## src/rtl/rrte_pkg.sv

```systemverilog
// ----------------------------------------------------------------------------
// rrte_pkg
// Shared types, constants and helpers for the RRT extend unit.
// ----------------------------------------------------------------------------
package rrte_pkg;

    localparam int TREE_NODES    = 1024;
    localparam int BOX_SLOTS     = 16;
    localparam int CONNECT_STEPS = 32;
    localparam int COORD_BITS    = 32;

    localparam int IDX_W     = $clog2(TREE_NODES);
    localparam int CNT_W     = $clog2(TREE_NODES + 1);
    localparam int BOX_IDX_W = (BOX_SLOTS > 1) ? $clog2(BOX_SLOTS) : 1;
    localparam int BOX_CNT_W = $clog2(BOX_SLOTS + 1);
    localparam int EXT_W     = $clog2(CONNECT_STEPS + 1);

    localparam int LEN_W     = 31;
    localparam int OUT_IDX_W = 10;
    localparam int ST_W      = 3;
    localparam int CFG_IDX_W = 2;

    // coordinate difference, squared distance, norm, divide dividend
    localparam int DIFF_W = COORD_BITS + 1;
    localparam int SQ_W   = 2 * DIFF_W;
    localparam int ROOT_W = DIFF_W;
    localparam int PROD_W = DIFF_W + LEN_W;

    localparam logic [LEN_W-1:0] STEP_LEN_RST = LEN_W'(65536);

    localparam logic [CFG_IDX_W-1:0] CFG_STEP_LEN = 2'd0;
    localparam logic [CFG_IDX_W-1:0] CFG_CONNECT  = 2'd1;

    localparam logic [ST_W-1:0] ST_DONE     = 3'd0;
    localparam logic [ST_W-1:0] ST_ADVANCED = 3'd1;
    localparam logic [ST_W-1:0] ST_REACHED  = 3'd2;
    localparam logic [ST_W-1:0] ST_TRAPPED  = 3'd3;
    localparam logic [ST_W-1:0] ST_FULL     = 3'd4;
    localparam logic [ST_W-1:0] ST_EMPTY    = 3'd5;

    typedef enum logic [1:0] {
        CMD_CLEAR  = 2'd0,
        CMD_ROOT   = 2'd1,
        CMD_EXTEND = 2'd2,
        CMD_BOX    = 2'd3
    } cmd_t;

    typedef enum logic [2:0] {
        K_CLEAR = 3'd0,
        K_ROOT  = 3'd1,
        K_BOX   = 3'd2,
        K_FULL  = 3'd3,
        K_EMPTY = 3'd4,
        K_TRAP  = 3'd5,
        K_NODE  = 3'd6
    } res_kind_t;

    typedef struct packed {
        cmd_t                          cmd;
        logic signed [COORD_BITS-1:0]  x_coord;
        logic signed [COORD_BITS-1:0]  y_coord;
        logic        [LEN_W-1:0]       box_width;
        logic        [LEN_W-1:0]       box_height;
    } in_item_t;

    typedef struct packed {
        logic        [ST_W-1:0]        status;
        logic signed [COORD_BITS-1:0]  new_x;
        logic signed [COORD_BITS-1:0]  new_y;
        logic        [OUT_IDX_W-1:0]   parent_index;
        logic        [OUT_IDX_W-1:0]   node_index;
        logic        [LEN_W-1:0]       step_taken;
        logic                          last;
    } out_item_t;

    typedef struct packed {
        logic signed [COORD_BITS-1:0] x;
        logic signed [COORD_BITS-1:0] y;
        logic        [IDX_W-1:0]      parent;
    } tree_word_t;

    typedef struct packed {
        logic signed [COORD_BITS-1:0] x;
        logic signed [COORD_BITS-1:0] y;
        logic        [LEN_W-1:0]      w;
        logic        [LEN_W-1:0]      h;
    } box_word_t;

    typedef struct packed {
        logic      scan_start;
        logic      scan_run;
        logic      sqrt_start;
        logic      tgt_sample;
        logic      mul_x;
        logic      mul_y;
        logic      div_start;
        logic      cap_ux;
        logic      cap_uy;
        logic      box_start;
        logic      box_run;
        logic      res_load;
        logic      res_last;
        res_kind_t res_kind;
    } ctrl_cmd_t;

    typedef struct packed {
        cmd_t cmd;
        logic tree_empty;
        logic tree_full;
        logic box_full;
        logic scan_done;
        logic sqrt_done;
        logic div_done;
        logic box_done;
        logic box_hit;
        logic reached;
        logic connect;
        logic out_free;
    } dp_status_t;

    function automatic logic signed [DIFF_W-1:0] coord_diff(
        input logic signed [COORD_BITS-1:0] a,
        input logic signed [COORD_BITS-1:0] b
    );
        coord_diff = DIFF_W'(a) - DIFF_W'(b);
    endfunction

    function automatic logic [DIFF_W-1:0] diff_mag(input logic signed [DIFF_W-1:0] d);
        diff_mag = d[DIFF_W-1] ? DIFF_W'(-d) : DIFF_W'(d);
    endfunction

endpackage

```

## src/rtl/rrte_ctrl.sv

```systemverilog
// ----------------------------------------------------------------------------
// rrte_ctrl
// Command sequencer: dispatch, extend steps, connect repeats, result beats.
// ----------------------------------------------------------------------------
module rrte_ctrl
    import rrte_pkg::*;
(
    input  logic       clk,
    input  logic       rst_n,
    input  logic       accept,
    output logic       idle,
    input  dp_status_t stat,
    output ctrl_cmd_t  cmd
);

    typedef enum logic [14:0] {
        S_IDLE      = 15'b000000000000001,
        S_DISPATCH  = 15'b000000000000010,
        S_EXT_CHECK = 15'b000000000000100,
        S_SCAN      = 15'b000000000001000,
        S_SQRT_WAIT = 15'b000000000010000,
        S_MULX      = 15'b000000000100000,
        S_DIVX_GO   = 15'b000000001000000,
        S_DIVX_WAIT = 15'b000000010000000,
        S_MULY      = 15'b000000100000000,
        S_DIVY_GO   = 15'b000001000000000,
        S_DIVY_WAIT = 15'b000010000000000,
        S_BOX_GO    = 15'b000100000000000,
        S_BOX_RUN   = 15'b001000000000000,
        S_EMIT      = 15'b010000000000000,
        S_SPARE     = 15'b100000000000000
    } state_t;

    state_t           state_reg, state_next;
    res_kind_t        kind_reg, kind_next;
    logic [EXT_W-1:0] ext_cnt_reg, ext_cnt_next;
    logic             last;

    // only an advancing extend in connect mode below the cap keeps going
    assign last = !(kind_reg == K_NODE && !stat.reached && stat.connect &&
                    ext_cnt_reg < EXT_W'(CONNECT_STEPS));

    always_comb
    begin
        state_next   = state_reg;
        kind_next    = kind_reg;
        ext_cnt_next = ext_cnt_reg;
        cmd          = '0;
        cmd.res_kind = kind_reg;
        cmd.res_last = last;

        unique case (state_reg)
            S_IDLE:
            begin
                if (accept)
                    state_next = S_DISPATCH;
            end
            S_DISPATCH:
            begin
                state_next = S_EMIT;
                unique case (stat.cmd)
                    CMD_CLEAR: kind_next = K_CLEAR;
                    CMD_ROOT:  kind_next = stat.tree_full ? K_FULL : K_ROOT;
                    CMD_BOX:   kind_next = stat.box_full ? K_FULL : K_BOX;
                    CMD_EXTEND:
                    begin
                        ext_cnt_next = EXT_W'(1);
                        state_next   = S_EXT_CHECK;
                    end
                    default:   kind_next = K_CLEAR;
                endcase
            end
            S_EXT_CHECK:
            begin
                if (stat.tree_empty)
                begin
                    kind_next  = K_EMPTY;
                    state_next = S_EMIT;
                end
                else if (stat.tree_full)
                begin
                    kind_next  = K_FULL;
                    state_next = S_EMIT;
                end
                else
                begin
                    cmd.scan_start = 1'b1;
                    state_next     = S_SCAN;
                end
            end
            S_SCAN:
            begin
                cmd.scan_run = 1'b1;
                if (stat.scan_done)
                begin
                    cmd.sqrt_start = 1'b1;
                    state_next     = S_SQRT_WAIT;
                end
            end
            S_SQRT_WAIT:
            begin
                if (stat.sqrt_done)
                begin
                    if (stat.reached)
                    begin
                        cmd.tgt_sample = 1'b1;
                        state_next     = S_BOX_GO;
                    end
                    else
                        state_next = S_MULX;
                end
            end
            S_MULX:
            begin
                cmd.mul_x  = 1'b1;
                state_next = S_DIVX_GO;
            end
            S_DIVX_GO:
            begin
                cmd.div_start = 1'b1;
                state_next    = S_DIVX_WAIT;
            end
            S_DIVX_WAIT:
            begin
                if (stat.div_done)
                begin
                    cmd.cap_ux = 1'b1;
                    state_next = S_MULY;
                end
            end
            S_MULY:
            begin
                cmd.mul_y  = 1'b1;
                state_next = S_DIVY_GO;
            end
            S_DIVY_GO:
            begin
                cmd.div_start = 1'b1;
                state_next    = S_DIVY_WAIT;
            end
            S_DIVY_WAIT:
            begin
                if (stat.div_done)
                begin
                    cmd.cap_uy = 1'b1;
                    state_next = S_BOX_GO;
                end
            end
            S_BOX_GO:
            begin
                cmd.box_start = 1'b1;
                state_next    = S_BOX_RUN;
            end
            S_BOX_RUN:
            begin
                cmd.box_run = 1'b1;
                if (stat.box_done)
                begin
                    kind_next  = stat.box_hit ? K_TRAP : K_NODE;
                    state_next = S_EMIT;
                end
            end
            S_EMIT:
            begin
                if (stat.out_free)
                begin
                    cmd.res_load = 1'b1;
                    if (last)
                        state_next = S_IDLE;
                    else
                    begin
                        ext_cnt_next = ext_cnt_reg + 1'b1;
                        state_next   = S_EXT_CHECK;
                    end
                end
            end
            default: state_next = S_IDLE;
        endcase
    end

    always_ff @(posedge clk or negedge rst_n)
    begin
        if (!rst_n)
        begin
            state_reg   <= S_IDLE;
            kind_reg    <= K_CLEAR;
            ext_cnt_reg <= '0;
        end
        else
        begin
            state_reg   <= state_next;
            kind_reg    <= kind_next;
            ext_cnt_reg <= ext_cnt_next;
        end
    end

    assign idle = (state_reg == S_IDLE);

endmodule

```

## config.mk

```make
export PLATFORM = sky130hd
export DESIGN_NAME = rrte_ctrl
export DESIGN_NICKNAME = d
export VERILOG_FILES = /design/src/rtl/rrte_pkg.sv /design/src/rtl/rrte_ctrl.sv
export SDC_FILE = /design/constraint.sdc
export NUM_CORES = 1
export LEC_CHECK = 0
export ABC_AREA = 1
export BUFFER_PORTS_ARGS = -buffer_cell sky130_fd_sc_hd__buf_2
export CAP_MARGIN = 0
export CELL_PAD_IN_SITES_DETAIL_PLACEMENT = 2
export CELL_PAD_IN_SITES_GLOBAL_PLACEMENT = 2
export CORE_AREA = 2 2 74 76
export DETAILED_ROUTE_END_ITERATION = 7
export DIE_AREA = 0 0 76 78
export GPL_ROUTABILITY_DRIVEN = 0
export PLACE_DENSITY = 0.88
export REMOVE_ABC_BUFFERS = 1
export SLEW_MARGIN = 30
export SYNTH_ARGS = -nofsm -noshare
export SYNTH_HDL_FRONTEND = slang
export SYNTH_SLANG_ARGS = --single-unit
```

## constraint.sdc

```tcl
create_clock -name clk -period 2.7 [get_ports clk]
set_input_delay 0.54 -clock clk [delete_from_list [all_inputs] [get_ports clk]]
set_output_delay 0.54 -clock clk [all_outputs]
set_load 0.005 [all_outputs]
```

==> results.toml <==
[clock_network]
clockBufferDepth = 2
cts_tree = "built"
post_cts_resize_count = 0
ctsHoldBuffers = 0
clkLatencyLatePin_ps = 260
post_cts_buffers = 0
cts_root_buf = "clkbuf_8"
cts_buffers = 3
clkTransAtPathRegs_ps = 80
htreeDepth = 1
clock-sinks = 23

[timing]
slew_headroom_pct = 63.9
setup_viol = 0
finalSetupTns_ps = 0
final_max_slew_viol_count = 0
clock.fmax_mhz = 427
whs_ps = 250
tightest_slew_ps = 541
fin_crit_sh_pct = 86.8
period_needed_ps = 2340
finalClockSkew_ps = 2.16
grt_setup_unrepaired = "no"
hold_viol = 0

[critical_path]
worstRegToRegCells = 11
crit_arrival_ps = 1800
cp-end-kind = "output pin"
crit_start = "state_reg[12]$_DFFE_PN0P_"
worstSetupStartpointType = "flop"
r2r_start = "state_reg[12]$_DFFE_PN0P_"
critical_path_class = "flop to output pin"
r2r-end = "ext_cnt_reg[3]$_DFFE_PN0P_"
worstPathMaxFanout = 12
critical_path_required_ps = 2160
rrSetupSlack_ps = 820

[synth]
synth_area_leaders = "dfrtp_1 34%, nand2_1 14%, nor2_1 11%"
yosys_warnings = 0
seq_area_frac_synth_pct = 36.1
synth_common_cells = "59 x nand2_1, 47 x nor2_1, 35 x inv_1, 22 x dfrtp_1, 12 x nand3_1"
yosysMostFrequentCell = "nand2_1"
synthArstFlopShare_pct = 100
synth_top_area_share_pct = 34.5
ys_seq_elements = 23
syn_avg_cell_area_um2 = 6.80
synth_cell_types = 30
synth_flop_cell = "dfrtp_1"
mappedNetlistArea_um2 = 1600
synth_edf_count = 0
synth_cells = 235
synth_area_leader_cell = "dfrtp_1"

[finish]
antenna_cells = 0
drive_above_1_share_pct = 25.7
multi_input_area_um2 = 852
largest_reg_flops = 14
fin_nets = 287
filler_cell_count = 636
area_growth_pct = 17.1
regArea_um2 = 577

[global_route]
grtUsageTotal_pct = 17.6
grt_use_met1_pct = 22.8
met3_usage_pct = 1.86
grt_pass1_vias = 1719
met2_usage_pct = 31.9
grt_max_degree = 24
busiest_layer = "met2"
gr-total-overflow = 0
antenna_found_initial = 0
grt_pass1_wl_mm = 8.34

[power_and_ir_drop]
leakagePower_nw = 1.08
powerDensity_nw_per_um2 = 722
vdd_drop_max_v = 0.000276

[placement]
dp_hpwl_mm = 4.01
port_buffers = 32

[floorplan]
die_x_um = 76
dieArea_um2 = 5930
rows = 26
coreArea_um2 = 5040
die_y_um = 78
io_pins = 33
start_util_pct = 31.7

[routing]
drc = 0
routed_wl_mm = 4.80
detail_route.wl_per_cell_um = 14.1
detailedRoute.firstPassIterationCount = 4
drt_iter0_markers = 24
postRouteAntennaNets = 0
route.vias.total = 1591
vias_per_cell = 4.69

[flow_run]
maxCapViolations = 0

[status]
outcome = "completed"

[hold_path]
hp-class = "input pin to asynchronous set/reset pin"
-- cell usage in the layout, fill, tap and decap left out, types with 3 or more instances in the layout --
cell and n:
nor2_1 47, a21oi_1 4, buf_2 32, nand2_4 5, nand3_1 12, clkbuf_8 3, o21ai_0 7, nand4_1 3
nand2_1 59, inv_1 35, dfrtp_1 22, nor2_2 8, nand2_2 7, o21ai_2 5
-- power by group --
| group | internal (mW) | switching, mW | leakage, nW |
|---|---|---|---|
| logic | 0.205 | 0.438 | 0.748 |
| clock network | 0.105 | 0.111 | 0.0228 |
| registers | 0.430 | 0.0618 | 0.308 |
| total | 0.741 | 0.611 | 1.08 |
-- worst max-delay path: stages, from the launching register on --
cell and delay (ps):
dfrtp_1 400, nor2_1 190, inv_1 130, nor2_4 290, nand2_1 100, nor2_2 130
inv_1 90, nor2_1 90, buf_2 110
-- how the worst max path moves through the flow --
stage	end	depth (start not counted)
final	cmd[13]	8
after detailed placement	cmd[13]	8
after CTS	cmd[13]	8
after floorplan	cmd[13]	7
after global placement	cmd[13]	8
after global routing	cmd[13]	8
-- stage by stage --
| stage | cell area (µm²) | setup slack (ps) | std cells | total power [mW] | util [%] |
|---|---|---|---|---|---|
| floorplan | 1580 | 904 | 233 | 0.956 | - |
| global placement | 1830 | 701 | 335 | 1.12 | 36.2 |
| detailed placement | 1830 | 632 | 335 | 1.15 | 36.2 |
| CTS | 1870 | 332 | 339 | 1.38 | 37.1 |
| global route | 1870 | 160 | 339 | 1.49 | 37.1 |
| finish | 1870 | 357 | 339 | 1.35 | 37.1 |
-- layer usage --
layer	part of all wire (%)	wire (µm)
met5	0	0
met4	0.88	42
met3	2.8	136
met2	50	2410
met1	46	2210
-- cell type report --
type | count | area share, %
clock buffers | 4 | 2.41
inverters | 39 | 8.02
multi-input cells | 171 | 45.5
flip-flops and latches | 23 | 30.8
well taps | 70 | 4.68
repair buffers | 32 | 8.56
-- cell families after synthesis --
logic type	share of synthesized area, %
and+or+nand+nor	43.7
buffers and inverters	10.6
DFF	36.1
AOI/OAI and AO/OA	8.30
xor gates and xnor gates	0.548
adders and majority gates	0.783
Note: power is estimated with default switching activity, not from simulation.
